$ cat src/rtl/core/irpw_pkg.sv
// ----------------------------------------------------------------------------
// irpw_pkg
// Shared types and timing windows for the IR pulse-width frame decoder.
// ----------------------------------------------------------------------------
package irpw_pkg;

  // Timing windows in 4 MHz ticks.
  localparam logic [15:0] LEAD_LOW_MIN   = 16'd28000;
  localparam logic [15:0] LEAD_LOW_MAX   = 16'd40000;
  localparam logic [15:0] LEAD_PER_MIN   = 16'd48000;
  localparam logic [15:0] LEAD_PER_MAX   = 16'd60000;
  localparam logic [15:0] RPT_PER_MIN    = 16'd40000;
  localparam logic [15:0] RPT_PER_MAX    = 16'd47999;
  localparam logic [15:0] BIT_LOW_MIN    = 16'd1600;
  localparam logic [15:0] BIT_LOW_MAX    = 16'd3200;
  localparam logic [15:0] ZERO_PER_MIN   = 16'd3200;
  localparam logic [15:0] ZERO_PER_MAX   = 16'd6400;
  localparam logic [15:0] ONE_PER_MIN    = 16'd6401;
  localparam logic [15:0] ONE_PER_MAX    = 16'd12000;

  localparam logic [3:0]  RPT_THR_RESET  = 4'd4;
  localparam logic [3:0]  RPT_COUNT_MAX  = 4'd15;
  localparam logic [2:0]  LAST_BIT       = 3'd7;
  localparam logic [1:0]  LAST_BYTE      = 2'd3;

  typedef logic [3:0][7:0] frame_t;

  // Decoder state carried from one pulse to the next.
  typedef struct packed {
    logic       first_seen;
    logic       receiving;
    logic [1:0] byte_index;
    logic [2:0] bit_count;
    logic [3:0] repeat_count;
    frame_t     assembly;
    frame_t     last_frame;
  } state_t;

  // Outcome of one pulse.
  typedef struct packed {
    logic   emit;
    logic   is_repeat;
    frame_t frame;
  } result_t;

  function automatic logic in_rng(input logic [15:0] v, input logic [15:0] lo,
                                  input logic [15:0] hi);
    in_rng = (v >= lo) && (v <= hi);
  endfunction

endpackage

$ cat src/rtl/core/irpw_step.sv
// ----------------------------------------------------------------------------
// irpw_step
// Classifies one pulse and computes the next decoder state and any result.
// ----------------------------------------------------------------------------
module irpw_step (
  input  irpw_pkg::state_t  st,
  input  logic [15:0]       period,
  input  logic [15:0]       low,
  input  logic [3:0]        threshold,
  output irpw_pkg::state_t  st_nxt,
  output irpw_pkg::result_t res
);

  logic lead_low;
  logic bit_low;
  logic is_leader;
  logic is_rpt;
  logic is_zero;
  logic is_one;
  irpw_pkg::frame_t filled;

  always_comb begin
    lead_low  = irpw_pkg::in_rng(low, irpw_pkg::LEAD_LOW_MIN, irpw_pkg::LEAD_LOW_MAX);
    bit_low   = irpw_pkg::in_rng(low, irpw_pkg::BIT_LOW_MIN, irpw_pkg::BIT_LOW_MAX);
    is_leader = lead_low &&
                irpw_pkg::in_rng(period, irpw_pkg::LEAD_PER_MIN, irpw_pkg::LEAD_PER_MAX);
    is_rpt    = lead_low &&
                irpw_pkg::in_rng(period, irpw_pkg::RPT_PER_MIN, irpw_pkg::RPT_PER_MAX);
    is_zero   = bit_low &&
                irpw_pkg::in_rng(period, irpw_pkg::ZERO_PER_MIN, irpw_pkg::ZERO_PER_MAX);
    is_one    = bit_low &&
                irpw_pkg::in_rng(period, irpw_pkg::ONE_PER_MIN, irpw_pkg::ONE_PER_MAX);

    // Assembly with the current bit merged in, MSB first.
    filled = st.assembly;
    filled[st.byte_index][irpw_pkg::LAST_BIT - st.bit_count] =
      filled[st.byte_index][irpw_pkg::LAST_BIT - st.bit_count] | is_one;

    st_nxt        = st;
    res.emit      = 1'b0;
    res.is_repeat = 1'b0;
    res.frame     = st.last_frame;

    if (!st.first_seen) begin
      st_nxt.first_seen = 1'b1;
    end else if (!st.receiving) begin
      if (is_leader) begin
        st_nxt.receiving    = 1'b1;
        st_nxt.byte_index   = '0;
        st_nxt.bit_count    = '0;
        st_nxt.repeat_count = '0;
        st_nxt.assembly     = '0;
      end else if (is_rpt) begin
        if (st.repeat_count > threshold) begin
          st_nxt.repeat_count = threshold + 4'd1;
          res.emit            = 1'b1;
          res.is_repeat       = 1'b1;
        end else if (st.repeat_count < irpw_pkg::RPT_COUNT_MAX) begin
          st_nxt.repeat_count = st.repeat_count + 4'd1;
        end
      end
    end else if (is_zero || is_one) begin
      st_nxt.assembly  = filled;
      st_nxt.bit_count = st.bit_count + 3'd1;
      if (st.bit_count == irpw_pkg::LAST_BIT) begin
        st_nxt.byte_index = st.byte_index + 2'd1;
        if (st.byte_index == irpw_pkg::LAST_BYTE) begin
          // Fourth byte closed: the frame is complete.
          res.emit          = 1'b1;
          res.frame         = filled;
          st_nxt.last_frame = filled;
          st_nxt.assembly   = '0;
          st_nxt.receiving  = 1'b0;
        end
      end
    end else begin
      st_nxt.receiving = 1'b0;
    end
  end

endmodule

$ cat src/rtl/core/ir_pulse_width_frame_decoder_core.sv
// ----------------------------------------------------------------------------
// ir_pulse_width_frame_decoder_core
// NEC-style infrared frame decoder working on measured pulse widths.
// ----------------------------------------------------------------------------
// Each input beat carries one measured pulse (period and low time in 4 MHz
// ticks) and the block takes one beat per clock cycle when the result side is
// not holding it back. A beat is captured in an input register, decoded from
// there against the decoder state, and any result is loaded into the output
// register; a result beat thus passes through both registers. The first
// pulse after reset is discarded. A leader pulse opens a frame, 32 bit
// pulses fill it MSB first into four bytes, and the finished frame is
// delivered with is_repeat low. Repeat pulses are counted while idle; once
// the count exceeds repeat_threshold every further repeat pulse delivers the
// last frame again with is_repeat high. Any pulse outside the bit windows
// during a frame drops back to idle without a result. repeat_threshold
// resets to 4 and should only be written while no pulse is in flight.
module ir_pulse_width_frame_decoder_core (
  input  logic        clk,
  input  logic        rst_n,
  input  logic        cfg_wr_en,
  input  logic [3:0]  cfg_wr_data,
  input  logic        in_valid,
  output logic        in_stall,
  input  logic [15:0] in_period_ticks,
  input  logic [15:0] in_low_ticks,
  output logic        out_valid,
  input  logic        out_stall,
  output logic [7:0]  out_frame_byte0,
  output logic [7:0]  out_frame_byte1,
  output logic [7:0]  out_frame_byte2,
  output logic [7:0]  out_frame_byte3,
  output logic        out_is_repeat
);

  logic [3:0]        threshold_r;
  logic              s1_valid_r;
  logic [15:0]       s1_period_r;
  logic [15:0]       s1_low_r;
  irpw_pkg::state_t  st_r;
  irpw_pkg::state_t  st_nxt;
  irpw_pkg::result_t res;
  logic              out_valid_r;
  irpw_pkg::frame_t  out_frame_r;
  logic              out_is_repeat_r;
  logic              out_free;
  logic              proc;
  logic              s1_take;

  irpw_step u_step (
    .st        (st_r),
    .period    (s1_period_r),
    .low       (s1_low_r),
    .threshold (threshold_r),
    .st_nxt    (st_nxt),
    .res       (res)
  );

  // The held pulse is decoded once the result register can accept its
  // outcome; pulses that yield nothing never wait on the output side.
  assign out_free = !out_valid_r || !out_stall;
  assign proc     = s1_valid_r && (!res.emit || out_free);
  assign in_stall = s1_valid_r && !proc;
  assign s1_take  = in_valid && !in_stall;

  always_ff @(posedge clk) begin
    if (!rst_n) begin
      threshold_r <= irpw_pkg::RPT_THR_RESET;
    end else if (cfg_wr_en) begin
      threshold_r <= cfg_wr_data;
    end
  end

  always_ff @(posedge clk) begin
    if (!rst_n) begin
      s1_valid_r <= 1'b0;
    end else if (s1_take) begin
      s1_valid_r <= 1'b1;
    end else if (proc) begin
      s1_valid_r <= 1'b0;
    end
  end

  always_ff @(posedge clk) begin
    if (s1_take) begin
      s1_period_r <= in_period_ticks;
      s1_low_r    <= in_low_ticks;
    end
  end

  // Decoder state, cleared on reset including both frame buffers.
  always_ff @(posedge clk) begin
    if (!rst_n) begin
      st_r <= '0;
    end else if (proc) begin
      st_r <= st_nxt;
    end
  end

  always_ff @(posedge clk) begin
    if (!rst_n) begin
      out_valid_r <= 1'b0;
    end else if (proc && res.emit) begin
      out_valid_r <= 1'b1;
    end else if (!out_stall) begin
      out_valid_r <= 1'b0;
    end
  end

  always_ff @(posedge clk) begin
    if (proc && res.emit) begin
      out_frame_r     <= res.frame;
      out_is_repeat_r <= res.is_repeat;
    end
  end

  assign out_valid       = out_valid_r;
  assign out_frame_byte0 = out_frame_r[0];
  assign out_frame_byte1 = out_frame_r[1];
  assign out_frame_byte2 = out_frame_r[2];
  assign out_frame_byte3 = out_frame_r[3];
  assign out_is_repeat   = out_is_repeat_r;

`ifndef SYNTHESIS
  // A completed fresh frame always leaves the decoder idle.
  a_frame_ends_rx: assert property (@(posedge clk) disable iff (!rst_n)
    (proc && res.emit && !res.is_repeat) |=> !st_r.receiving)
    else $error("decoder still receiving after a complete frame");

  // Repeated frames only come out of the idle state.
  a_repeat_idle: assert property (@(posedge clk) disable iff (!rst_n)
    (proc && res.emit && res.is_repeat) |-> !st_r.receiving)
    else $error("repeat frame emitted while receiving");

  // A frame can only be in progress after the discarded first pulse.
  a_rx_after_first: assert property (@(posedge clk) disable iff (!rst_n)
    st_r.receiving |-> st_r.first_seen)
    else $error("receiving before first pulse was discarded");
`endif

endmodule

$ cat config.mk
export PLATFORM = sky130hd
export DESIGN_NAME = ir_pulse_width_frame_decoder_core
export DESIGN_NICKNAME = d
export VERILOG_FILES = /design/src/rtl/core/irpw_pkg.sv /design/src/rtl/core/irpw_step.sv /design/src/rtl/core/ir_pulse_width_frame_decoder_core.sv
export SDC_FILE = /design/constraint.sdc
export NUM_CORES = 1
export LEC_CHECK = 0
export ABC_AREA = 1
export BUFFER_PORTS_ARGS = -buffer_cell sky130_fd_sc_hd__buf_2
export CORE_ASPECT_RATIO = 1.75
export CORE_MARGIN = 2
export CORE_UTILIZATION = 40
export DETAILED_ROUTE_END_ITERATION = 10
export HOLD_SLACK_MARGIN = 0.15
export PLACE_DENSITY = 0.62
export SYNTH_ARGS = -nofsm -noshare
export SYNTH_HDL_FRONTEND = slang
export SYNTH_HIERARCHICAL = 1
export SYNTH_SLANG_ARGS = --single-unit
$ cat constraint.sdc
create_clock -name clk -period 4.9 [get_ports clk]
set_clock_uncertainty 0.2 [all_clocks]
set_input_delay 0.735 -clock clk [delete_from_list [all_inputs] [get_ports clk]]
set_output_delay 0.735 -clock clk [all_outputs]
set_load 0.01 [all_outputs]
After elaboration in Yosys (flattened, before gate mapping). Cells that the tools add are included.

Register bits after elaboration: 146. Output and inout bits: 35. Logic and storage cells: 130.

Add/subtract/negate cells: 5. Magnitude comparators: 18. Equality and inequality tests: 5. Muxes and demuxes: 41. Bitwise logic cells: 4. Reduce and logical (&&, ||, !) cells: 34.

Operators by type and width (number): $mux W32 (6); $mux W64 (3); $le A16 B16 Y1 const B (3); $mux W34 (1); $bwmux W32 (1); $ge A16 B16 Y1 const B (2); $bmux W8 S2 (1); $demux W8 S2 (1); $ge A16 B11 Y1 const B (1); $ge A16 B12 Y1 const B (1); $ge A16 B13 Y1 const B (1); $ge A16 B15 Y1 const B (1); $le A16 B12 Y1 const B (1); $le A16 B13 Y1 const B (1); $le A16 B14 Y1 const B (1); $logic_and A1 B1 Y1 (16); $mux W4 (4); $mux W8 (2); $mux W1 (13); $mux W6 (2); $reduce_and A5 Y1 (2); $add A4 B1 Y4 const B (2); $mux W2 (3); $ne A2 B1 Y1 const B (3); other kinds (25) (35).

Logic depth before layout (Yosys ltp).
Depth in word-level cells: 21. Mapped depth: 21. Mapped depth without buffers: 20.

Hierarchy. Netlist, hierarchy kept.

By module, submodules not included: ir_pulse_width_frame_decoder_core (instances 1, cells an instance 588, area an instance 5496.5 um^2); irpw_step (instances 1, cells an instance 916, area an instance 4551.9 um^2).

Least setup slack after synthesis. Ideal clock, no wire load.

Path kind: register -> register. From: register s1_period_r[14]. To: register s1_low_r[0], enable pin. Setup time: 0.421 ns. Arrival: 3.069 ns. Data required time: 4.279 ns. Path slack: 1.209 ns. Cell stages (with the launch flop): 14. Path through: edfxtp_1 > nor2_2 > nand3_1 > nor2_2 > nand2_2 > nand2_2 > nand3b_4 > nand2_4 > nand4_2 > clkbuf_2 > nand2_1 > nand4_1 > inv_1 > nor2_1.

RTL lines: from (decl) (RTL line ir_pulse_width_frame_decoder_core.sv:37) `logic [15:0] s1_period_r;`; from (signal assigned) (RTL line ir_pulse_width_frame_decoder_core.sv:85) `s1_period_r <= in_period_ticks;`; to (signal assigned) (RTL line ir_pulse_width_frame_decoder_core.sv:86) `s1_low_r <= in_low_ticks;`; to (decl) (RTL line ir_pulse_width_frame_decoder_core.sv:38) `logic [15:0] s1_low_r;`.

==> flow_summary.ini <==
[global_routing]
grt_pass1_vias = 8454
grt_overflow_total = 0
grt_use_total = 0.195
grt_max_degree = 149
grt_pass1_wl_mm = 40.8
antenna_found_initial = 1

[timing]
rsz0062_at_grt = false
setup_viol = 0
timing.final.crit_share = 0.794
slew_viol_final = 0
fin_setup_tns_ps = 0
clock.fmax_ghz = 0.257
worst_pin_slew_ps = 974
setup_ws_ps = 1010
slew_headroom = 0.350
hold_viol_final = 0
period_needed_ps = 3890
hold-worst-slack_ps = 275

[drt]
vias_per_cell = 5.03
drt_iter0_drc = 578
route.detailed.drc = 0
detail_route.wl_per_cell_um = 13.7
final_antenna_net_count = 0
first_pass_iters = 5
num_vias = 9121
drt-total-wl_mm = 24.9

[clock_network]
cts_tree = yes
h-tree-depth = 4
cts_root_buffer = clkbuf_16
post_cts_buffers = 0
cts_resized = 0
clk_path_buf_depth = 2
hold_buffers = 0
clock_latency_ps = 440
cts_buffers = 17
clock_sinks = 146
clk_pin_slew_worst_paths_ps = 60

[synthesis]
synth_top_area_frac = 0.194
syn_area_per_cell_sq_um = 6.68
yosys_warnings = 6
netlist_area_sq_um = 10000
yosysSeqAreaShare = 0.356
yosys.area.top_type = edfxtp_1
synth_edf_count = 65
ys.flop_type = dfxtp_1
netlist-cell-type-count = 38
syn_nets = 1557
async_flop_share = 0
yosys_register_bits = 146
netlist_instances = 1504
synthTopCellsByCount = nand2_1, nor2_1, inv_1
synth_area_leaders = edfxtp_1, dfxtp_1, nand2_1, nor2_1, nand3_1
synth_most_common_cell = nand2_1

[worst_setup_path]
end_kind = primary output
cp.required_ps = 3960
r2r_slack_ps = 1520
critPathTopFamily = simple AND/OR/NAND/NOR gates
start_kind = register
worst_path_max_delay_cell = edfxtp_1
cp_max_fo = 5
r2r_start = st_r[71]
crit_chain = nor2_1 > nor2_1 > o21ai_0 > nand2_1 > nand3_1 > nand2_1 > nand3_1 > nand2_1 > nor3_1 > inv_1 > nand2_1 > nand4_1 > inv_1 > buf_2
cpMostUsedCell = nand2_1
crit_type = register to primary output
worstPathArrival_ps = 2960
cp_slowest_stage_delay_ps = 460
crit_start = s1_low_r[7]
cp_num_buf_inv = 3

[placed_design]
dp_hpwl_mm = 16.9
portBuffers = 75
routabilityCongestion = 0.916
pre_cts_ws_ps = 1440

[layout]
final_layout_size_suffix_gt1_frac = 0.147
area_growth_pct = 6.51
final_nets = 1542
n_fill_cell = 2555

[floorplanning]
fp.coreArea_sq_um = 24600
start_util = 0.408
die_h_um = 214
ios = 76
fp.dieW_um = 124
row_count = 76
die_area_sq_um = 26500

[power]
cellLeakagePower_nw = 4.69
vdd_ir_drop_max_mv = 0.270
power.density_nw_per_um2 = 294

[run_status]
status = completed

[min_path]
hp-class = input port to register
hp-start = in_period_ticks[7]

[run]
cap_violations = 0
where the power goes:
part / switching, mW / internal [mW] / total (mW) / leakage (nW)
sequential: 0.0789 / 1.34 / 1.42 / 1.27
clock: 0.528 / 0.745 / 1.27 / 0.272
combinational: 0.297 / 0.163 / 0.460 / 3.15
metal layers:
metal | vias up | global-route usage | wire (um)
li1 | 4743 | - | -
met1 | 4135 | 0.213 | 10200
met2 | 181 | 0.351 | 12700
met3 | 62 | 0.0332 | 954
met4 | 0 | 0.110 | 1010
met5 | - | 0 | 0
placed cells by master (no fill, tap or decap), types with 7 or more instances in the layout:
master,n
nand3_1,154
o21ai_1,10
edfxtp_1,65
nand2_1,381
dfxtp_1,80
inv_1,163
nor2_2,8
ha_1,12
o21ai_0,46
clkbuf_16,17
buf_4,9
inv_2,7
o21ai_2,23
nor3_1,13
nor2_1,215
nand2_2,53
buf_2,75
nand4_1,38
a21oi_1,88
final timing paths:
path	depth (start not counted)	to
worst max-delay path	14	in_stall
worst min-delay path	1	s1_period_r[7]
worst max register to register	14	st_r[26]
worst min register to register	2	st_r[3]
sequential cells by signal, indices dropped and copies added, names as in the netlist:
signal,count
out_frame_byte3,8
s1_period_r,16
out_valid,1
st_r,75
out_frame_byte1,8
s1_valid_r,1
s1_low_r,16
out_is_repeat,1
out_frame_byte0,8
out_frame_byte2,8
threshold_r,4
cell families (layout without fill, tap and decap cells):
family,after synthesis,in the layout,synth area share
and+or+nand+nor,876,876,0.385
buffers and inverters,291,289,0.144
AOI/OAI and AO/OA,174,174,0.0970
DFF,146,146,0.356
adders and majority gates,12,12,0.0149
xor gates and xnor gates,4,4,0.00349
other,1,2,0.000373
final cells by class:
type | instances | area, sq um | area share
antenna | 1 | 2.50 | 0.000234
tap | 312 | 390 | 0.0365
clock buffer | 18 | 429 | 0.0401
inverter | 172 | 653 | 0.0610
multi-input combinational | 1067 | 5050 | 0.472
sequential | 146 | 3580 | 0.334
timing repair buffer | 85 | 463 | 0.0433
clock inverter | 14 | 136 | 0.0127
per-stage QoR:
step	cells	area, sq um	power, mW	utilization
4_1_cts	1814	10700	3.18	0.434
3_5_place_dp	1782	10100	1.90	0.412
5_1_grt	1815	10700	3.31	0.435
6_report	1815	10700	3.15	0.435
3_3_place_gp	1782	10100	1.89	0.412
2_1_floorplan	1504	10000	1.81	-
Note: power is estimated with default switching activity, not from simulation.
